### src/hw/rtl/rxfsi_pkg.sv
// ----------------------------------------------------------------------------
// rxfsi_pkg
// Shared types and constants of the receive FIFO with status and interrupts.
// ----------------------------------------------------------------------------
package rxfsi_pkg;

    localparam int WORD_W  = 32;
    localparam int FILL_W  = 9;
    localparam int MASK_W  = 3;
    localparam int LEVEL_W = 9;
    localparam int APB_AW  = 3;
    localparam int APB_DW  = 32;

    localparam logic [LEVEL_W-1:0] HALF_LEVEL_RST = LEVEL_W'(128);

    // Bit positions in the interrupt mask.
    localparam int MASK_NOT_EMPTY = 0;
    localparam int MASK_HALF      = 1;
    localparam int MASK_FULL      = 2;

    // Register indexes, taken from the word address.
    localparam logic REG_IRQ_MASK   = 1'b0;
    localparam logic REG_HALF_LEVEL = 1'b1;

    typedef enum logic [1:0] {
        CMD_PUSH   = 2'd0,
        CMD_POP    = 2'd1,
        CMD_POLL   = 2'd2,
        CMD_STATUS = 2'd3
    } t_cmd;

    typedef enum logic [1:0] {
        CAUSE_NONE      = 2'd0,
        CAUSE_NOT_EMPTY = 2'd1,
        CAUSE_HALF      = 2'd2,
        CAUSE_FULL      = 2'd3
    } t_cause;

    typedef struct packed {
        t_cmd              cmd;
        logic [WORD_W-1:0] word_in;
    } t_in_item;

    typedef struct packed {
        logic [WORD_W-1:0] word_out;
        logic              word_valid;
        logic              accepted;
        logic              flag_empty;
        logic              flag_half;
        logic              flag_full;
        logic              flag_overrun;
        logic              flag_present;
        t_cause            irq_cause;
        logic [FILL_W-1:0] fill_level;
    } t_out_item;

    typedef struct packed {
        logic [MASK_W-1:0]  irq_mask;
        logic [LEVEL_W-1:0] half_level;
    } t_cfg;

endpackage

### src/hw/rtl/rxfsi_ctrl.sv
// ----------------------------------------------------------------------------
// rxfsi_ctrl
// Pointer, count and flag update, word store access and the result stages.
// ----------------------------------------------------------------------------
module rxfsi_ctrl #(
    parameter int DEPTH = 256,
    parameter int AW    = 8,
    parameter int CW    = 9
) (
    input  logic                          i_clk,
    input  logic                          i_rst_n,
    input  rxfsi_pkg::t_cfg               i_cfg,
    input  logic                          i_in_valid,
    output logic                          o_in_ready,
    input  rxfsi_pkg::t_in_item           i_in_item,
    output logic                          o_out_valid,
    input  logic                          i_out_ready,
    output rxfsi_pkg::t_out_item          o_out_item,
    output logic                          o_wr_en,
    output logic [AW-1:0]                 o_wr_addr,
    output logic [rxfsi_pkg::WORD_W-1:0]  o_wr_data,
    output logic                          o_rd_en,
    output logic [AW-1:0]                 o_rd_addr,
    input  logic [rxfsi_pkg::WORD_W-1:0]  i_rd_data
);

    localparam int CMPW = (CW > rxfsi_pkg::LEVEL_W) ? CW : rxfsi_pkg::LEVEL_W;
    localparam logic [CW-1:0] DEPTH_C = CW'(DEPTH);
    localparam logic [AW-1:0] LAST_C  = AW'(DEPTH - 1);

    logic [AW-1:0] r_wr_ptr, n_wr_ptr;
    logic [AW-1:0] r_rd_ptr, n_rd_ptr;
    logic [CW-1:0] r_count, n_count;
    logic          r_empty, n_empty;
    logic          r_half, n_half;
    logic          r_full, n_full;
    logic          r_ovr, n_ovr;
    logic          r_present, n_present;

    logic                  r_pend_v;
    rxfsi_pkg::t_out_item  r_pend, n_pend;
    logic                  r_out_v;
    rxfsi_pkg::t_out_item  r_out, n_out;

    logic              accept;
    logic              pend_mv;
    logic              ovf;
    logic              do_eval;
    logic              push_ok;
    logic              pop_ok;
    logic              present_out;
    rxfsi_pkg::t_cause cause;

    assign pend_mv    = r_pend_v && (!r_out_v || i_out_ready);
    assign o_in_ready = !r_pend_v || pend_mv;
    assign accept     = i_in_valid && o_in_ready;

    always_comb begin
        n_wr_ptr    = r_wr_ptr;
        n_rd_ptr    = r_rd_ptr;
        n_count     = r_count;
        n_empty     = r_empty;
        n_half      = r_half;
        n_full      = r_full;
        n_ovr       = r_ovr;
        n_present   = r_present;
        ovf         = 1'b0;
        do_eval     = 1'b0;
        push_ok     = 1'b0;
        pop_ok      = 1'b0;
        present_out = r_present;
        cause       = rxfsi_pkg::CAUSE_NONE;

        case (i_in_item.cmd)
            rxfsi_pkg::CMD_PUSH: begin
                n_present = 1'b1;
                do_eval   = 1'b1;
                if (r_count != DEPTH_C) begin
                    push_ok  = 1'b1;
                    n_count  = r_count + 1'b1;
                    n_wr_ptr = (r_wr_ptr == LAST_C) ? '0 : r_wr_ptr + 1'b1;
                end else begin
                    ovf = 1'b1;
                end
                present_out = n_present;
            end
            rxfsi_pkg::CMD_POP: begin
                do_eval = 1'b1;
                if (r_count != '0) begin
                    pop_ok   = 1'b1;
                    n_count  = r_count - 1'b1;
                    n_rd_ptr = (r_rd_ptr == LAST_C) ? '0 : r_rd_ptr + 1'b1;
                end
            end
            rxfsi_pkg::CMD_POLL: begin
                do_eval = 1'b1;
            end
            rxfsi_pkg::CMD_STATUS: begin
                n_present = 1'b0;
            end
            default: begin
                do_eval = 1'b0;
            end
        endcase

        if (do_eval) begin
            if (ovf) begin
                n_ovr = 1'b1;
                if (!i_cfg.irq_mask[rxfsi_pkg::MASK_FULL]) begin
                    cause = rxfsi_pkg::CAUSE_FULL;
                end
            end else begin
                n_ovr = 1'b0;
                if (n_count == DEPTH_C) begin
                    n_half = 1'b0;
                    if (!r_full) begin
                        n_full = 1'b1;
                        if (!i_cfg.irq_mask[rxfsi_pkg::MASK_FULL]) begin
                            cause = rxfsi_pkg::CAUSE_FULL;
                        end
                    end
                end else if (CMPW'(n_count) >= CMPW'(i_cfg.half_level)) begin
                    n_full = 1'b0;
                    if (!r_half) begin
                        n_half = 1'b1;
                        if (!i_cfg.irq_mask[rxfsi_pkg::MASK_HALF]) begin
                            cause = rxfsi_pkg::CAUSE_HALF;
                        end
                    end
                end else if (n_count == '0) begin
                    n_empty = 1'b1;
                    n_half  = 1'b0;
                    n_full  = 1'b0;
                end else begin
                    n_half = 1'b0;
                    n_full = 1'b0;
                    if (r_empty) begin
                        n_empty = 1'b0;
                        if (!i_cfg.irq_mask[rxfsi_pkg::MASK_NOT_EMPTY]) begin
                            cause = rxfsi_pkg::CAUSE_NOT_EMPTY;
                        end
                    end
                end
            end
        end

        n_pend.word_out     = '0;
        n_pend.word_valid   = pop_ok;
        n_pend.accepted     = push_ok;
        n_pend.flag_empty   = n_empty;
        n_pend.flag_half    = n_half;
        n_pend.flag_full    = n_full;
        n_pend.flag_overrun = n_ovr;
        n_pend.flag_present = present_out;
        n_pend.irq_cause    = cause;
        n_pend.fill_level   = rxfsi_pkg::FILL_W'(n_count);
    end

    always_comb begin
        n_out          = r_pend;
        n_out.word_out = r_pend.word_valid ? i_rd_data : '0;
    end

    assign o_wr_en   = accept && push_ok;
    assign o_wr_addr = r_wr_ptr;
    assign o_wr_data = i_in_item.word_in;
    assign o_rd_en   = accept && pop_ok;
    assign o_rd_addr = r_rd_ptr;

    always_ff @(posedge i_clk) begin
        if (!i_rst_n) begin
            r_wr_ptr  <= '0;
            r_rd_ptr  <= '0;
            r_count   <= '0;
            r_empty   <= 1'b1;
            r_half    <= 1'b0;
            r_full    <= 1'b0;
            r_ovr     <= 1'b0;
            r_present <= 1'b0;
            r_pend_v  <= 1'b0;
            r_out_v   <= 1'b0;
        end else begin
            if (accept) begin
                r_wr_ptr  <= n_wr_ptr;
                r_rd_ptr  <= n_rd_ptr;
                r_count   <= n_count;
                r_empty   <= n_empty;
                r_half    <= n_half;
                r_full    <= n_full;
                r_ovr     <= n_ovr;
                r_present <= n_present;
            end
            r_pend_v <= accept || (r_pend_v && !pend_mv);
            r_out_v  <= pend_mv || (r_out_v && !i_out_ready);
        end
    end

    always_ff @(posedge i_clk) begin
        if (accept) begin
            r_pend <= n_pend;
        end
        if (pend_mv) begin
            r_out <= n_out;
        end
    end

    assign o_out_valid = r_out_v;
    assign o_out_item  = r_out;

    a_count_range: assert property (@(posedge i_clk) disable iff (!i_rst_n)
        r_count <= DEPTH_C)
        else $error("held count above depth");

    a_ptr_match: assert property (@(posedge i_clk) disable iff (!i_rst_n)
        (r_count == '0 || r_count == DEPTH_C) |-> r_wr_ptr == r_rd_ptr)
        else $error("pointers disagree with count");

    a_full_count: assert property (@(posedge i_clk) disable iff (!i_rst_n)
        r_full |-> r_count == DEPTH_C)
        else $error("full flag without full count");

    a_half_full: assert property (@(posedge i_clk) disable iff (!i_rst_n)
        !(r_half && r_full))
        else $error("half-full and full set together");

    a_pop_read: assert property (@(posedge i_clk) disable iff (!i_rst_n)
        (accept && i_in_item.cmd == rxfsi_pkg::CMD_POP && r_count != '0)
            |=> (r_pend_v && r_pend.word_valid))
        else $error("pop of held word not marked valid");

endmodule
### config.mk
export PLATFORM = sky130hd
export DESIGN_NAME = rxfsi_ctrl
export DESIGN_NICKNAME = d
export VERILOG_FILES = /design/src/hw/rtl/rxfsi_pkg.sv /design/src/hw/rtl/rxfsi_ctrl.sv
export SDC_FILE = /design/constraint.sdc
export NUM_CORES = 1
export LEC_CHECK = 0
export ABC_AREA = 1
export BUFFER_PORTS_ARGS = -buffer_cell sky130_fd_sc_hd__buf_4
export CORE_MARGIN = 1.5
export CORE_UTILIZATION = 50
export CTS_BUF_LIST = sky130_fd_sc_hd__clkbuf_4 sky130_fd_sc_hd__clkbuf_8
export CTS_CLUSTER_SIZE = 24
export DETAILED_ROUTE_END_ITERATION = 10
export PLACE_DENSITY_LB_ADDON = 0.3
export SYNTH_ARGS = -nofsm -noshare
export SYNTH_HDL_FRONTEND = slang
export SYNTH_SLANG_ARGS = --single-unit
### constraint.sdc
create_clock -name i_clk -period 10.15 [get_ports i_clk]
set_input_delay 0 -clock i_clk [delete_from_list [all_inputs] [get_ports i_clk]]
set_output_delay 0 -clock i_clk [all_outputs]
set_load 0.02 [all_outputs]
# Yosys cells after proc, flatten, opt, wreduce, memory -nomap -nowiden
# Cells that the tools add are included.
# totals
ff_bits,100
latch_bits,0
ramBits,0
rom_bits,0
input_bits,82
out_inout_bits,102
wordCells,100
mem_count,0
# classes
n_addsub,4
multipliers,0
div,0
magnitude_cmp,1
eq_ne,7
shifts,0
mux,37
bitwise_logic,0
reduce_logical,22
# ops
op,count
$mux W1,24
$mux W9,2
$pmux W9 S2,1
$add A8 B1 Y8 const B,2
$eq A8 B8 Y1 const B,2
$mux W8,2
$mux W2,7
$add A9 B1 Y9 const B,1
$eq A9 B9 Y1 const B,1
$ge A9 B9 Y1,1
$logic_not A9 Y1,1
$ne A9 B9 Y1 const B,1
$reduce_bool A9 Y1,1
$sub A9 B1 Y9 const B,1
$logic_and A1 B1 Y1,6
$reduce_and A3 Y1,2
$eq A2 B2 Y1 const B,2
$logic_not A1 Y1,4
$logic_or A1 B1 Y1,4
$reduce_or A3 Y1,1
$eq A2 B1 Y1 const B,1
$logic_not A2 Y1,1
$pmux W1 S2,1
$reduce_and A2 Y1,1
$reduce_bool A2 Y1,1

# Depth between registers and ports, before layout
# depth
word_depth,9
mapped_depth,22

# Worst setup path after synthesis
# Ideal clock, no wire load.
# synth_path
path_type,reg2reg
startpoint,reg r_out_v (netlist: o_out_valid)
endpoint,"reg r_out (netlist bit o_out_item[0]), enable pin"
setup_ns,0.474
arrival_ns,2.881
t_required_ns,9.676
slack_ns,6.795
stages_incl_launch_ff,2
path_buffers,0
path_cell_list,dfxtp_1 -> a21oi_1
# synth_via
elab_chain_len,3
# synth_lines
item,line_no,rtl
start: declaration,rxfsi_ctrl.sv:42,logic r_out_v;
start signal: assignment,rxfsi_ctrl.sv:194,r_out_v <= pend_mv || (r_out_v && !i_out_ready);
$logic_not A1 Y1,rxfsi_ctrl.sv:54,assign pend_mv = r_pend_v && (!r_out_v || i_out_ready);
$logic_or A1 B1 Y1,rxfsi_ctrl.sv:54,
$logic_and A1 B1 Y1,rxfsi_ctrl.sv:54,
named net pend_mv,rxfsi_ctrl.sv:46,logic pend_mv;
end signal: assignment,rxfsi_ctrl.sv:203,r_out <= n_out;
end: declaration,rxfsi_ctrl.sv:43,"rxfsi_pkg::t_out_item r_out, n_out;"
# The timed path passes the listed nets, and every way through them passes these cells.
# A chain may end at the register's enable or synchronous reset.

# Worst setup path in the final report
# layout_path
startpoint,reg r_count[0]
endpoint,"reg r_pend (netlist bit n_out[9]), data pin"
# layout_via
elab_chain_len,8
# layout_lines
item,line_no,rtl
start: declaration,rxfsi_ctrl.sv:33,"logic [CW-1:0] r_count, n_count;"
start signal: assignment,rxfsi_ctrl.sv:186,r_count <= n_count;
$sub A9 B1 Y9 (tied with other cells),rxfsi_ctrl.sv:91,n_count = r_count - 1'b1;
"$mux W9, on equally long branches","rxfsi_ctrl.sv:89, rxfsi_ctrl.sv:78",
$pmux W9 S2 *,rxfsi_ctrl.sv:74,case (i_in_item.cmd)
named net n_count[8],rxfsi_ctrl.sv:33,
"parallel branches: the longest is 3 deep, another holds $ge A9 B9 Y1",--,
$mux W2 *,rxfsi_ctrl.sv:114,if (n_count == DEPTH_C) begin
$mux W2 *,rxfsi_ctrl.sv:107,if (ovf) begin
end signal: assignment,rxfsi_ctrl.sv:200,r_pend <= n_pend;
end: declaration,rxfsi_ctrl.sv:41,"rxfsi_pkg::t_out_item r_pend, n_pend;"
# Mark *: on every way through the listed nets, which the timed path passes.

==> impl_metrics.env <==
export IMPL_status="finished clean"
export IMPL_async_flop_share_pct=0
export IMPL_io_buffers=119
export IMPL_synth_main_ff_cell="edfxtp_1"
export IMPL_via_per_inst=4.888
export IMPL_crit_path_top_delay_cell="ha_1"
export IMPL_clock_latency_ps=360
export IMPL_tightest_slew_ps=1008
export IMPL_die_w_um=103.2
export IMPL_avgSynthCellArea_sq_um=9.165
export IMPL_cp_slowest_stage_delay_ps=360
export IMPL_grtUsageTotal_pct=21.16
export IMPL_crit_path_start_kind="flop"
export IMPL_drtIter0Drc=135
export IMPL_grt_ovfl_total=0
export IMPL_clk_path_buf_depth=2
export IMPL_arrival_ps=3250
export IMPL_worst_ep_required_time_ps=10250
export IMPL_final_antenna_net_count=0
export IMPL_clock_sinks=100
export IMPL_syn_num_nets=648
export IMPL_hold_class="in -> out"
export IMPL_cts_max_level=3
export IMPL_leakage_nw=3.035
export IMPL_io_pins=184
export IMPL_max_cap_violations=0
export IMPL_grt_start_max_net_pins=47
export IMPL_cp_num_buf_inv=2
export IMPL_dpl_cell_area_sq_um=5816
export IMPL_core_area_sq_um=9774
export IMPL_powerDensity_nw_per_um2=139.2
export IMPL_endpoint_kind="flop"
export IMPL_antenna_found_initial=0
export IMPL_finalSetupViolCount=0
export IMPL_synth_edff_count=68
export IMPL_synth_warnings=0
export IMPL_vias=3959
export IMPL_crit_cells=18
export IMPL_n_fill_cell=765
export IMPL_clock_skew_ps=13.24
export IMPL_numCtsBuffers=9
export IMPL_cp_max_fo=6
export IMPL_first_pass_iters=4
export IMPL_min_period_ps=3146
export IMPL_multi_input_area_sq_um=1679
export IMPL_clockRootBuffer="clkbuf_8"
export IMPL_utilization_pct=64.93
export IMPL_rows=36
export IMPL_drive_gt1_share_pct=25.85
export IMPL_final_common_cell="buf_4"
export IMPL_tritoncts="done"
export IMPL_die_h_um=103.2
export IMPL_finalSetupTns_ps=0
export IMPL_ir_worst_vdd_uv=65.86
export IMPL_min_path_cells=0
export IMPL_critical_path_class="reg -> reg"
export IMPL_grt_pass1_vias=3686
export IMPL_layout_common_cells="buf_4, nand2_1, inv_1"
export IMPL_grt_pass1_wl_um=17410
export IMPL_routed_wl_um=11270
export IMPL_hpwl_um=7664
export IMPL_fmax_mhz=317.9
export IMPL_syn_area_sq_um=5022
export IMPL_initial_core_util_pct=51.38
export IMPL_seq_area_frac_synth_pct=53.41
export IMPL_cpLargestDelayFamily="simple AND/OR/NAND/NOR gates"
export IMPL_hold_viol=0
export IMPL_dieArea_sq_um=10650
export IMPL_synthToLayoutAreaGrowth_pct=26.36
export IMPL_slew_viol_final=0
export IMPL_timing_final_crit_share_pct=31.00
export IMPL_fin_cells=810
export IMPL_fin_nets=772
export IMPL_worstRegToRegCells=18
export IMPL_route_detailed_drc=0
export IMPL_wl_per_cell_um=13.91
export IMPL_rsz0062_at_grt="false"
export IMPL_slew_headroom_pct=32.82
export IMPL_regArea_sq_um=2683
export IMPL_path_clk_slew_ps=100
export IMPL_syn_inst=548
export IMPL_finalPower_uw=883.3
export IMPL_yosysUniqueCellTypes=37
export IMPL_gp_congestion=0.9587
export IMPL_ys_ff_latch=100
export IMPL_crit_chain="inv_1 -> ha_1 -> nand2_1 -> nor2_1 -> xor2_1 -> nor2_1 -> nor2_1 -> nand2_2 -> ha_1 -> nand2_1 -> nor2_1 -> nand3b_1 -> nand4_1 -> inv_1 -> nand3_1 -> nand2_1 -> nand2_1 -> a21oi_1"
export IMPL_diodes=0
export IMPL_cts_resized=0
export IMPL_design_area_sq_um=6346
export IMPL_dp_cells=759
[area by class of cell]
| type | instances | area share [%] |
|---|---|---|
| well taps | 133 | 2.622 |
| clock buffers | 10 | 2.070 |
| repair buffers | 156 | 19.83 |
| flip-flops and latches | 100 | 42.27 |
| inverters | 101 | 5.974 |
| clock inverters | 6 | 0.7689 |
| multi-input cells | 304 | 26.46 |
[worst register-to-register path: stages (launching register included)]
cell and delay, ps:
dfxtp_1 350, inv_1 190, ha_1 360, nand2_1 150
nor2_1 150, xor2_1 160, nor2_1 60, nor2_1 120
nand2_2 130, ha_1 350, nand2_1 80, nor2_1 140
nand3b_1 100, nand4_1 200, inv_1 80, nand3_1 90
nand2_1 60, nand2_1 60, a21oi_1 60
[sequential cells by signal, summed over array words and instances (netlist names), 8 cells and up]
| name | flops |
|---|---|
| o_wr_addr | 8 |
| n_out | 18 |
| r_count | 9 |
| o_out_item | 50 |
| o_rd_addr | 8 |
[cells in the mapped netlist (2+ instances only)]
cell | n | area share (%)
a21oi_1 | 33 | 3.3
buf_2 | 3 | 0.30
buf_4 | 32 | 4.8
clkbuf_1 | 7 | 0.52
dfxtp_1 | 32 | 13
edfxtp_1 | 68 | 41
ha_1 | 18 | 4.5
inv_1 | 98 | 7.3
inv_2 | 3 | 0.22
nand2_1 | 99 | 7.4
nand2_2 | 11 | 1.4
nand2_4 | 2 | 0.45
nand3_1 | 26 | 2.6
nand3_2 | 5 | 1.0
nand3b_1 | 2 | 0.30
nand4_1 | 9 | 1.1
nor2_1 | 36 | 2.7
nor2_2 | 2 | 0.25
nor2_4 | 6 | 1.3
nor3_1 | 4 | 0.40
nor3b_1 | 5 | 0.75
o211ai_1 | 2 | 0.30
o21ai_0 | 21 | 2.1
o21ai_1 | 4 | 0.40
or2_2 | 5 | 0.62
xor2_1 | 4 | 0.70
[logic make-up (layout without fill, tap and decap cells)]
family          Yosys count  after routing  synth area share, %
simple gates            217            217                21.18
flops                   100            100                53.41
buf+inv                 144            273                13.38
fa+ha+maj                18             18                4.484
compound gates           65             65                6.851
xor+xnor                  4              4               0.6975
[power breakdown]
group | switching, mW | leakage, nW | internal [mW] | total, mW
clock network | 0.139 | 0.0903 | 0.0951 | 0.234
logic | 0.101 | 2.02 | 0.0700 | 0.171
registers | 0.0148 | 0.926 | 0.464 | 0.479
total | 0.254 | 3.04 | 0.629 | 0.883
[per-layer routing]
metal | up-vias | global-route usage [%] | wire length [um]
met4 | 0 | 6.965 | 203
met5 | - | 0 | 0
li1 | 1979 | - | -
met2 | 137 | 36.74 | 5422
met1 | 1813 | 26.38 | 4878
met3 | 30 | 4.570 | 761
[per-stage QoR]
step / hold WS, ps / worst slack [ps]
floorplan: 112.6 / 6795
global placement: 0.1367 / 7079
detailed placement: 0.1367 / 7000
CTS: 0.1367 / 6992
global route: 0.02925 / 6702
finish: 0.008855 / 7004
[final timing paths]
| check | slack [ps] | from | endpoint |
|---|---|---|---|
| min | 0.009 | i_in_item[25] | o_wr_data[25] |
| max reg2reg | 7000 | r_count[0]$_SDFFE_PN0P_ | n_out[9]$_SDFFCE_PP0P_ |
| max | 7000 | r_count[0]$_SDFFE_PN0P_ | n_out[9]$_SDFFCE_PP0P_ |
| min reg2reg | 420 | n_out[11]$_SDFFCE_PP1P_ | o_out_item[11]$_DFFE_PP_ |
[repair_timing]
| item | CTS | global route |
|---|---|---|
| endpoints found under the hold margin | 46 | 0 |
| hold buffers | 35 | 0 |
| setup buffers | 0 | 0 |
Note: power is estimated with default switching activity, not from simulation.
