**src/hw/rtl/rxfsi_pkg.sv**
```systemverilog
// ----------------------------------------------------------------------------
// rxfsi_pkg
// Shared types and constants of the receive FIFO with status and interrupts.
// ----------------------------------------------------------------------------
package rxfsi_pkg;

    localparam int WORD_W  = 32;
    localparam int FILL_W  = 9;
    localparam int MASK_W  = 3;
    localparam int LEVEL_W = 9;
    localparam int APB_AW  = 3;
    localparam int APB_DW  = 32;

    localparam logic [LEVEL_W-1:0] HALF_LEVEL_RST = LEVEL_W'(128);

    // Bit positions in the interrupt mask.
    localparam int MASK_NOT_EMPTY = 0;
    localparam int MASK_HALF      = 1;
    localparam int MASK_FULL      = 2;

    // Register indexes, taken from the word address.
    localparam logic REG_IRQ_MASK   = 1'b0;
    localparam logic REG_HALF_LEVEL = 1'b1;

    typedef enum logic [1:0] {
        CMD_PUSH   = 2'd0,
        CMD_POP    = 2'd1,
        CMD_POLL   = 2'd2,
        CMD_STATUS = 2'd3
    } t_cmd;

    typedef enum logic [1:0] {
        CAUSE_NONE      = 2'd0,
        CAUSE_NOT_EMPTY = 2'd1,
        CAUSE_HALF      = 2'd2,
        CAUSE_FULL      = 2'd3
    } t_cause;

    typedef struct packed {
        t_cmd              cmd;
        logic [WORD_W-1:0] word_in;
    } t_in_item;

    typedef struct packed {
        logic [WORD_W-1:0] word_out;
        logic              word_valid;
        logic              accepted;
        logic              flag_empty;
        logic              flag_half;
        logic              flag_full;
        logic              flag_overrun;
        logic              flag_present;
        t_cause            irq_cause;
        logic [FILL_W-1:0] fill_level;
    } t_out_item;

    typedef struct packed {
        logic [MASK_W-1:0]  irq_mask;
        logic [LEVEL_W-1:0] half_level;
    } t_cfg;

endpackage

```
**src/hw/rtl/rxfsi_apb.sv**
```systemverilog
// ----------------------------------------------------------------------------
// rxfsi_apb
// Configuration registers behind a simple APB-style port.
// ----------------------------------------------------------------------------
module rxfsi_apb (
    input  logic                          i_clk,
    input  logic                          i_rst_n,
    input  logic                          psel,
    input  logic                          penable,
    input  logic                          pwrite,
    input  logic [rxfsi_pkg::APB_AW-1:0]  paddr,
    input  logic [rxfsi_pkg::APB_DW-1:0]  pwdata,
    output logic [rxfsi_pkg::APB_DW-1:0]  prdata,
    output logic                          pready,
    output rxfsi_pkg::t_cfg               o_cfg
);

    logic [rxfsi_pkg::MASK_W-1:0]  r_irq_mask;
    logic [rxfsi_pkg::LEVEL_W-1:0] r_half_level;
    logic                          wr_stb;
    logic                          reg_idx;

    assign pready  = 1'b1;
    assign reg_idx = paddr[2];
    assign wr_stb  = psel && penable && pwrite;

    always_ff @(posedge i_clk) begin
        if (!i_rst_n) begin
            r_irq_mask   <= '0;
            r_half_level <= rxfsi_pkg::HALF_LEVEL_RST;
        end else if (wr_stb) begin
            if (reg_idx == rxfsi_pkg::REG_IRQ_MASK) begin
                r_irq_mask <= pwdata[rxfsi_pkg::MASK_W-1:0];
            end else begin
                r_half_level <= pwdata[rxfsi_pkg::LEVEL_W-1:0];
            end
        end
    end

    always_comb begin
        if (reg_idx == rxfsi_pkg::REG_IRQ_MASK) begin
            prdata = rxfsi_pkg::APB_DW'(r_irq_mask);
        end else begin
            prdata = rxfsi_pkg::APB_DW'(r_half_level);
        end
    end

    assign o_cfg.irq_mask   = r_irq_mask;
    assign o_cfg.half_level = r_half_level;

endmodule

```
**config.mk**
```make
export PLATFORM = sky130hd
export DESIGN_NAME = rxfsi_apb
export DESIGN_NICKNAME = d
export VERILOG_FILES = /design/src/hw/rtl/rxfsi_pkg.sv /design/src/hw/rtl/rxfsi_apb.sv
export SDC_FILE = /design/constraint.sdc
export NUM_CORES = 1
export LEC_CHECK = 0
export BUFFER_PORTS_ARGS = -buffer_cell sky130_fd_sc_hd__buf_2
export CAP_MARGIN = 40
export CORE_MARGIN = 2
export CORE_UTILIZATION = 33
export CTS_BUF_LIST = sky130_fd_sc_hd__clkbuf_16
export CTS_CLUSTER_DIAMETER = 150
export DETAILED_ROUTE_END_ITERATION = 6
export PLACE_DENSITY = 0.88
export SYNTH_ARGS = -nofsm -noshare
export SYNTH_HDL_FRONTEND = slang
export SYNTH_SLANG_ARGS = --single-unit
```
**constraint.sdc**
```tcl
create_clock -name i_clk -period 1.5 [get_ports i_clk]
set_input_delay 0.45 -clock i_clk [delete_from_list [all_inputs] [get_ports i_clk]]
set_output_delay 0.45 -clock i_clk [all_outputs]
set_load 0.03 [all_outputs]
```
**Word level (Yosys, flattened, before mapping)**

Index checks and enable logic that the tools add are counted.

- Register bits after elaboration: 12
- Input bits: 40
- Output and inout port bits: 45

- Muxes and demuxes: 1
- Bitwise logic cells: 1
- Reductions and logical operators: 4

Operators by type and width:

| kind | number |
|---|---|
| two-way mux 9 bit | 1 |
| AND reduction 2 bit | 2 |
| logical AND 1 bit | 2 |
| NOT 1 bit | 1 |

**Longest topological paths before layout**

Gate-level depths: netlist of the first run.

- Word-level depth: 3
- Gate-level depth with buffers: 3

**Least setup slack after synthesis of the first run**

No wires, ideal clock.

- Kind: input-to-output
- Start point: input paddr[2] (netlist bit)
- End point: output prdata[0] (netlist bit)
- Arrival time: 1.020 ns
- Slack: 0.030 ns
- Stages: 2
- Path through: buf_2 -> mux2_2

- Word-level cells in the longest chain between the ends: 1

Ends and longest elaborated chain:

| what | line | text |
|---|---|---|
| from (decl) | rxfsi_apb.sv:11 | `input logic [rxfsi_pkg::APB_AW-1:0] paddr,` |
| two-way mux 9 bit | rxfsi_apb.sv:41 | `if (reg_idx == rxfsi_pkg::REG_IRQ_MASK) begin` |
| to (decl) | rxfsi_apb.sv:13 | `output logic [rxfsi_pkg::APB_DW-1:0] prdata,` |

Every way passes these cells.

**Final worst setup path of the first run**

- Start point: input paddr[2] (netlist bit)
- End point: output prdata[1] (netlist bit)

The elaborated chain is that of the path after synthesis.

==> flow_metrics.env, run 1 <==
export IMPL_synth_main_ff_cell="dfxtp_1"
export IMPL_crit_type="in2out"
export IMPL_synthCells=86
export IMPL_grtUsageTotal_pct=11.1
export IMPL_postSynthAreaPerCell_um2=8.96
export IMPL_antenna_found_initial=0
export IMPL_crit_chain="buf_4 > mux2_2 > buf_6"
export IMPL_ys_async_sr_fraction_pct=0
export IMPL_rsz0062_at_grt="true"
export IMPL_routed_via_density=4.05
export IMPL_pwr_share_clk_pct=48.1
export IMPL_port_buffers=35
export IMPL_yosys_warnings=0
export IMPL_wl_per_cell_um=9.87
export IMPL_first_global_vias=469
export IMPL_cts_htree_levels=1
export IMPL_place_hpwl_um=1100
export IMPL_fin_hold_ws_ns=0.453
export IMPL_root_buffer="clkbuf_16"
export IMPL_drc=0
export IMPL_outcome="complete, but fails checks"
export IMPL_cts_buffers=3
export IMPL_synth_most_common_cell="buf_4"
export IMPL_worstSkewPairLatency_ns=0.24
export IMPL_drt_pre_antenna_iters=2
export IMPL_p_int_mw=0.726
export IMPL_num_antenna_cells=0
export IMPL_slowest_delay_ns=0.34
export IMPL_crit_buf_inv=2
export IMPL_period_needed_ns=1.50
export IMPL_worst_clock_skew_ns=0
export IMPL_maxCapViolCount=0
export IMPL_synth_xor_area_share_pct=0
export IMPL_worst_setup_path_end_kind="output port"
export IMPL_synth_seq_cells=12
export IMPL_synth_adder_area_share_pct=0
export IMPL_die_w_um=52.3
export IMPL_synth_commonest_cells="24 x buf_4, 19 x nand2_1, 12 x dfxtp_1, 12 x mux2i_1, 6 x and2_1"
export IMPL_grt_overflow=0
export IMPL_critPathRequiredTime_ns=1.05
export IMPL_grt_pass1_wl_um=2120
export IMPL_die_area_mm2=0.00274
export IMPL_detail_route_antenna_nets=0
export IMPL_setup_ws_ns=-0.00446
export IMPL_post_route_util_pct=45.2
export IMPL_power_density_mw_per_mm2=1000
export IMPL_vias=603
export IMPL_p_leak_nw=0.530
export IMPL_rows=17
export IMPL_final_hold_viol_count=0
export IMPL_die_y_um=52.3
export IMPL_hp_class="in2reg"
export IMPL_combPwrFrac_pct=18.8
export IMPL_synthMuxAreaShare_pct=20.0
export IMPL_cpLargestDelayFamily="multiplexers"
export IMPL_vdd_drop_max_v=0.000746
export IMPL_drt_iter0_markers=2
export IMPL_setup_violations=2
export IMPL_clkSlewWorstSetupHoldPaths_ns=0.04
export IMPL_synthSimpleGateAreaFrac_pct=20.3
export IMPL_yosysTopAreaCell="dfxtp_1"
export IMPL_area_growth_pct=29.7
export IMPL_tritoncts="done"
export IMPL_syn_area_um2=771
export IMPL_wirelength_um=1470
export IMPL_ios=85
export IMPL_clockBufferDepth=2
export IMPL_cts_sinks=12
export IMPL_synth_edf_count=0
export IMPL_clock_fmax_ghz=0.665
export IMPL_swShare_pct=27.7
export IMPL_cp_start_kind="input pin"
export IMPL_coreArea_mm2=0.00221
export IMPL_gp_congestion=0.622
export IMPL_finalCritPeriodShare_pct=100
export IMPL_drv_slew=0
export IMPL_start_util_pct=34.8
export IMPL_p_sw_mw=0.279
export IMPL_violations="negative setup slack"
export IMPL_post_cts_buffers=0
export IMPL_seq_power_share_pct=33.1
export IMPL_grt_max_degree=22
export IMPL_drive_above_1_share_pct=38.0
export IMPL_synth_compound_area_share_pct=0
export IMPL_yosysSeqAreaShare_pct=31.2
export IMPL_slowest_stage="mux2_2"
export IMPL_synth_cell_types=13
export IMPL_synth_top_family_by_area="buffers and inverters"
export IMPL_synth_area_leaders="dfxtp_1 31%, buf_4 23%, mux2i_1 16%, nand2_1 9.3%, and2_1 4.9%"
export IMPL_cts_hold_fix_buffers=0
export IMPL_cts_resized=17
export IMPL_total_power_mw=1.00
export IMPL_path_max_fanout=5
export IMPL_critPathArrivalTime_ns=1.05
export IMPL_netlist_area_leader_share_pct=31.2
export IMPL_nNetsFinal=162
worst min-delay path: stages:
cell,delay (ns)
buf_2,0.09
nand2_1,0.04
mux2i_1,0.05
per-layer routing:
metal	vias to the layer above	wire length (um)	track usage, %
met5	-	0	0
met4	0	0	3.85
met3	0	149	6.29
met2	38	775	19.8
met1	272	545	10.6
li1	293	-	-
cell families after synthesis:
kind of cell / Yosys count
muxes: 15
other: 2
DFF: 12
buffers and inverters: 28
and+or+nand+nor: 29
layout make-up:
type	instances	area (um2)
Fill cell	237	1210
Multi-Input combinational cell	68	403
Timing Repair Buffer	37	243
Sequential cell	12	240
Clock buffer	3	75.1
Tap cell	28	35.0
Clock inverter	1	3.75
through the flow:
stage	setup slack, ns	cells	TNS (ns)	area (um2)
after floorplan	0.0297	108	0	853
after global placement	-0.0620	145	-0.279	866
after detailed placement	-0.0672	145	-0.286	866
after CTS	-0.00699	149	-0.00954	997
after global routing	-0.0243	149	-0.0755	1000
final	-0.00446	149	-0.00610	1000
worst paths after layout:
path / start / endpoint / slack, ns / depth (start not counted)
max reg2reg: r_half_level[7] / r_half_level[7] / 0.88 / 2
min: pwdata[3] / r_half_level[3] / 0.45 / 3
min reg2reg: r_half_level[8] / r_half_level[8] / 0.46 / 2
max: paddr[2] / prdata[1] / -0.004 / 3
power by group through the flow:
stage | Sequential [mW] | Clock [mW] | Combinational, mW
finish | 0.332 | 0.483 | 0.189
global route | 0.333 | 0.512 | 0.200
CTS | 0.332 | 0.493 | 0.189
detailed placement | 0.337 | 0 | 0.180
global placement | 0.337 | 0 | 0.179
floorplan | 0.351 | 0 | 0.176
flip-flops by register name, indices dropped and copies added (netlist names):
signal,count
r_irq_mask,3
r_half_level,9
cell usage in the layout (no fill, tap or decap):
cell type / n
buf_2: 26
conb_1: 24
nand2_1: 19
mux2i_1: 12
dfxtp_1: 12
buf_6: 8
and2_1: 5
mux2_2: 3
clkbuf_16: 3
buf_4: 3
nor2b_1: 2
and2_4: 1
and4_4: 1
nand4b_4: 1
clkinv_1: 1
(Power assumes the default switching activity.)
==> inputs of run 2 (changes only) <==
--- a/config.mk
+++ b/config.mk
@@ -13,6 +13,7 @@
 export CTS_CLUSTER_DIAMETER = 150
 export DETAILED_ROUTE_END_ITERATION = 6
 export PLACE_DENSITY = 0.88
+export REMOVE_ABC_BUFFERS = 1
 export SYNTH_ARGS = -nofsm -noshare
 export SYNTH_HDL_FRONTEND = slang
 export SYNTH_SLANG_ARGS = --single-unit
==> run 2 against run 1 <==
  * The run now ends clean
  * Setup slack improved by 0.022 ns
  * Die area unchanged
  * Maximum frequency grew 1.5%
  * Power shrank 0.43%
  * Register-to-register slack better by 0.02 ns
  * Clock-buffer cell count is the same
  * Sequential share of layout area up 0.12 points
  * Critical path depth did not move
  * Largest cell class unchanged
==> flow_metrics.env, run 2 (synthesized netlist as in run 1, its figures left out) <==
export IMPL_path_max_fanout=5
export IMPL_clock_fmax_ghz=0.675
export IMPL_drt_pre_antenna_iters=2
export IMPL_ff_latch_area_um2=240
export IMPL_drc=0
export IMPL_start_util_pct=34.8
export IMPL_crit_chain="buf_6 > mux2_2 > buf_6"
export IMPL_cts_sinks=12
export IMPL_grt_max_degree=22
export IMPL_rrSetupSlack_ns=0.90
export IMPL_grt_overflow=0
export IMPL_instances_no_fill=149
export IMPL_rows=17
export IMPL_nNetsFinal=162
export IMPL_r2r_end="r_irq_mask[1]"
export IMPL_p_sw_mw=0.275
export IMPL_rsz0062_at_grt="true"
export IMPL_dp_cells=145
export IMPL_final_hold_viol_count=0
export IMPL_first_global_vias=445
export IMPL_regMostFlops="r_half_level"
export IMPL_hp_class="in2reg"
export IMPL_wl_per_cell_um=9.25
export IMPL_place_hpwl_um=1040
export IMPL_routed_via_density=3.91
export IMPL_period_needed_ns=1.48
export IMPL_vias=583
export IMPL_outcome="complete, no violations"
export IMPL_maxCapViolCount=0
export IMPL_clockBufferDepth=2
export IMPL_r2r_start="r_irq_mask[1]"
export IMPL_tritoncts="done"
export IMPL_pwr_share_clk_pct=48.1
export IMPL_detail_route_antenna_nets=0
export IMPL_drt_iter0_markers=2
export IMPL_path_common_cell="buf_6"
export IMPL_slowest_delay_ns=0.34
export IMPL_die_area_mm2=0.00274
export IMPL_swShare_pct=27.5
export IMPL_gp_congestion=0.581
export IMPL_largest_register_ffs=9
export IMPL_worst_clock_skew_ns=0
export IMPL_reg2reg_depth=2
export IMPL_finalCritPeriodShare_pct=98.8
export IMPL_seq_power_share_pct=33.2
export IMPL_wirelength_um=1380
export IMPL_combPwrFrac_pct=18.7
export IMPL_worst_setup_path_end_kind="output port"
export IMPL_critPathArrivalTime_ns=1.03
export IMPL_endpoint="prdata[0]"
export IMPL_crit_type="in2out"
export IMPL_mostFrequentLayoutCell="buf_2"
export IMPL_root_buffer="clkbuf_16"
export IMPL_p_leak_nw=0.530
export IMPL_num_antenna_cells=0
export IMPL_clkSlewWorstSetupHoldPaths_ns=0.04
export IMPL_grt_pass1_wl_um=2100
export IMPL_ios=85
export IMPL_port_buffers=35
export IMPL_cts_buffers=3
export IMPL_top_regs="r_half_level (9), r_irq_mask (3)"
export IMPL_drive_above_1_share_pct=37.2
export IMPL_p_int_mw=0.725
export IMPL_vdd_drop_max_v=0.000772
export IMPL_grtUsageTotal_pct=10.8
export IMPL_setup_violations=0
export IMPL_power_density_mw_per_mm2=1010
export IMPL_antenna_found_initial=0
export IMPL_post_cts_buffers=0
export IMPL_post_route_util_pct=45.0
export IMPL_worstSetupStartpoint="paddr[2]"
export IMPL_drv_slew=0
export IMPL_slowest_stage="mux2_2"
export IMPL_worstSkewPairLatency_ns=0.24
export IMPL_fill_cells=226
export IMPL_cts_htree_levels=1
export IMPL_final_cell_mix="27 x buf_2, 24 x conb_1, 19 x nand2_1"
export IMPL_cp_start_kind="input pin"
export IMPL_area_growth_pct=29.1
export IMPL_critPathRequiredTime_ns=1.05
export IMPL_multi_input_area_um2=404
export IMPL_die_w_um=52.3
export IMPL_total_power_mw=1.00
export IMPL_coreArea_mm2=0.00221
export IMPL_die_y_um=52.3
run 2: cell counts in the layout (fill, tap and decap cells not counted):
No cell type changed its count.
run 2: metal layers:
layer	vias to the layer above	GRT usage [%]	wire length (um)	part of all wire, %
met2	46	16.7	597	43
met1	241	13.4	581	42
met4	0	2.56	0	0
li1	296	-	-	-
met3	0	5.14	199	14
met5	-	0	0	0
run 2: per-stage QoR:
step	area (um2)	hold WS (ns)	setup TNS, ns	worst slack (ns)
global placement	866	0.449	-0.458	-0.0826
floorplan	641	0.585	0	0.205
global route	995	0.462	-0.00103	-0.00103
finish	995	0.458	0	0.0175
CTS	978	0.452	0	0.0144
detailed placement	866	0.459	-0.479	-0.0879
run 2: worst min-delay path by stage:
stage	depth (start not counted)	to	start	slack [ns]
2_1_floorplan	2	r_half_level[3]	r_half_level[3]	0.58
3_3_place_gp	2	r_half_level[3]	r_half_level[3]	0.45
3_5_place_dp	2	r_half_level[5]	r_half_level[5]	0.46
4_1_cts	3	r_half_level[6]	pwdata[6]	0.45
5_1_grt	3	r_half_level[8]	pwdata[8]	0.46
6_report	3	r_half_level[6]	pwdata[6]	0.46
run 2: area by class of cell:
class / instances / area share [%]
flip-flops and latches: 12 / 24.2
clock buffers: 3 / 7.55
clock inverters: 1 / 0.377
multi-input cells: 68 / 40.6
repair buffers: 37 / 23.8
well taps: 28 / 3.52
run 2: timing repair:
item | 4_1_cts | 5_1_grt
resized for setup | 11 | 7
endpoints found under the setup margin | 8 | 4
hold buffers | 0 | 0
run 2: critical path, delay by kind of cell:
kind     cells  cell delay (ns)
buf+inv      2             0.24
mux          1             0.34
run 2: power groups by stage:
stage                     clock network, mW  registers, mW  logic, mW
after global routing                  0.508          0.333      0.201
after floorplan                           0          0.351      0.115
final                                 0.481          0.332      0.187
after detailed placement                  0          0.337      0.180
after CTS                             0.495          0.332      0.186
after global placement                    0          0.337      0.179
==> inputs of run 3 (changes only) <==
--- a/config.mk
+++ b/config.mk
@@ -7,7 +7,7 @@
 export LEC_CHECK = 0
 export BUFFER_PORTS_ARGS = -buffer_cell sky130_fd_sc_hd__buf_2
 export CAP_MARGIN = 40
-export CORE_MARGIN = 2
+export CORE_MARGIN = 3
 export CORE_UTILIZATION = 33
 export CTS_BUF_LIST = sky130_fd_sc_hd__clkbuf_16
 export CTS_CLUSTER_DIAMETER = 150
==> run 3 against run 2 <==
  * Sequential share of layout area rose by 0.69 points
  * Final cell count decreased by 1.3%
  * Setup slack got worse by 0.0022 ns
  * Highest routed layer unchanged
==> flow_metrics.env, run 3 (synthesized netlist as in run 1, its figures left out) <==
export IMPL_total_power_mw=1.00
export IMPL_clkSlewWorstSetupHoldPaths_ns=0.04
export IMPL_coreArea_mm2=0.00208
export IMPL_path_common_cell="buf_6"
export IMPL_slowest_delay_ns=0.34
export IMPL_post_cts_buffers=0
export IMPL_die_w_um=54.3
export IMPL_drv_slew=0
export IMPL_first_global_vias=537
export IMPL_die_y_um=54.3
export IMPL_ff_latch_area_um2=240
export IMPL_setup_violations=0
export IMPL_gp_congestion=0.605
export IMPL_grt_pass1_wl_um=2350
export IMPL_worst_clock_skew_ns=0
export IMPL_largest_register_ffs=9
export IMPL_vias=596
export IMPL_vdd_drop_max_v=0.00109
export IMPL_slowest_stage="mux2_2"
export IMPL_routed_via_density=4.05
export IMPL_period_needed_ns=1.48
export IMPL_crit_type="in2out"
export IMPL_fill_cells=216
export IMPL_rows=16
export IMPL_final_hold_viol_count=0
export IMPL_wirelength_um=1550
export IMPL_crit_chain="buf_6 > mux2_2 > buf_6"
export IMPL_final_cell_mix="30 x buf_2, 24 x conb_1, 19 x nand2_1"
export IMPL_start_util_pct=37.0
export IMPL_mostFrequentLayoutCell="buf_2"
export IMPL_ios=85
export IMPL_outcome="complete, no violations"
export IMPL_cp_start_kind="input pin"
export IMPL_antenna_found_initial=0
export IMPL_path_max_fanout=7
export IMPL_grt_max_degree=22
export IMPL_p_leak_nw=0.523
export IMPL_worstSkewPairLatency_ns=0.24
export IMPL_multi_input_area_um2=404
export IMPL_final_area_um2=967
export IMPL_rsz0062_at_grt="true"
export IMPL_drive_above_1_share_pct=36.7
export IMPL_clock_fmax_ghz=0.674
export IMPL_drc=0
export IMPL_power_density_mw_per_mm2=1030
export IMPL_root_buffer="clkbuf_16"
export IMPL_regMostFlops="r_half_level"
export IMPL_port_buffers=35
export IMPL_nNetsFinal=161
export IMPL_maxCapViolCount=0
export IMPL_cts_sinks=12
export IMPL_grtUsageTotal_pct=11.3
export IMPL_tritoncts="done"
export IMPL_setup_ws_ns=0.0152
export IMPL_drt_pre_antenna_iters=1
export IMPL_worst_setup_path_end_kind="output port"
export IMPL_drt_iter0_markers=0
export IMPL_pre_cts_slack_ns=-0.123
export IMPL_cts_buffers=3
export IMPL_cts_htree_levels=1
export IMPL_top_regs="r_half_level (9), r_irq_mask (3)"
export IMPL_finalCritPeriodShare_pct=99.0
export IMPL_die_area_mm2=0.00295
export IMPL_critPathArrivalTime_ns=1.03
export IMPL_num_antenna_cells=0
export IMPL_grt_overflow=0
export IMPL_place_hpwl_um=1210
export IMPL_critPathRequiredTime_ns=1.05
export IMPL_post_route_util_pct=46.5
export IMPL_wl_per_cell_um=10.6
export IMPL_hp_class="in2reg"
export IMPL_postPlaceCellArea_um2=857
export IMPL_area_growth_pct=25.5
export IMPL_detail_route_antenna_nets=0
export IMPL_clockBufferDepth=2
-- run 3: cell types whose count changed in the layout (fill, tap and decap cells not counted) --
| cell | delta |
|---|---|
| buf_6 | -3 |
| buf_4 | -1 |
| buf_2 | +3 |
-- run 3: cell type report --
type / count / area share [%]
clock buffer: 3 / 7.76
clock inverter: 1 / 0.388
sequential: 12 / 24.8
multi-input combinational: 68 / 41.8
timing repair buffer: 36 / 21.7
tap: 27 / 3.49
-- run 3: what timing repair did --
item	4_1_cts	5_1_grt
setup endpoints to repair	8	4
pin swaps	0	0
gates resized for setup	8	3
hold buffers	0	0
-- run 3: worst paths after layout --
| path | start | end | slack [ns] | cells past startpoint |
|---|---|---|---|---|
| max | paddr[2] | prdata[1] | 0.02 | 3 |
| min | pwdata[6] | r_half_level[6] | 0.46 | 3 |
| max reg2reg | r_irq_mask[2] | r_irq_mask[2] | 0.88 | 2 |
| min reg2reg | r_half_level[1] | r_half_level[1] | 0.47 | 2 |
-- run 3: per-stage QoR --
stage / hold slack, ns / std cells / setup TNS (ns)
after floorplan: 0.585 / 80 / 0
after global placement: 0.447 / 143 / -0.409
after detailed placement: 0.458 / 143 / -0.585
after CTS: 0.455 / 147 / 0
after global routing: 0.482 / 147 / -0.0141
final: 0.458 / 147 / 0
-- run 3: layer usage --
metal / vias to the layer above / share of wire [%] / track usage [%] / wire [um]
met3: 0 / 13 / 5.72 / 204
met4: 0 / 0 / 0 / 0
met5: - / 0 / 0 / 0
met1: 257 / 41 / 12.6 / 639
li1: 292 / - / - / -
met2: 47 / 46 / 20.3 / 710
-- run 3: where the power goes --
part / internal [mW] / switching, mW
clock network: 0.350 / 0.134
logic: 0.0440 / 0.141
registers: 0.327 / 0.00448
total: 0.722 / 0.279
-- run 3: critical path, delay by kind of cell --
family,cells,cell delay (ns)
buffers and inverters,2,0.24
multiplexers,1,0.34
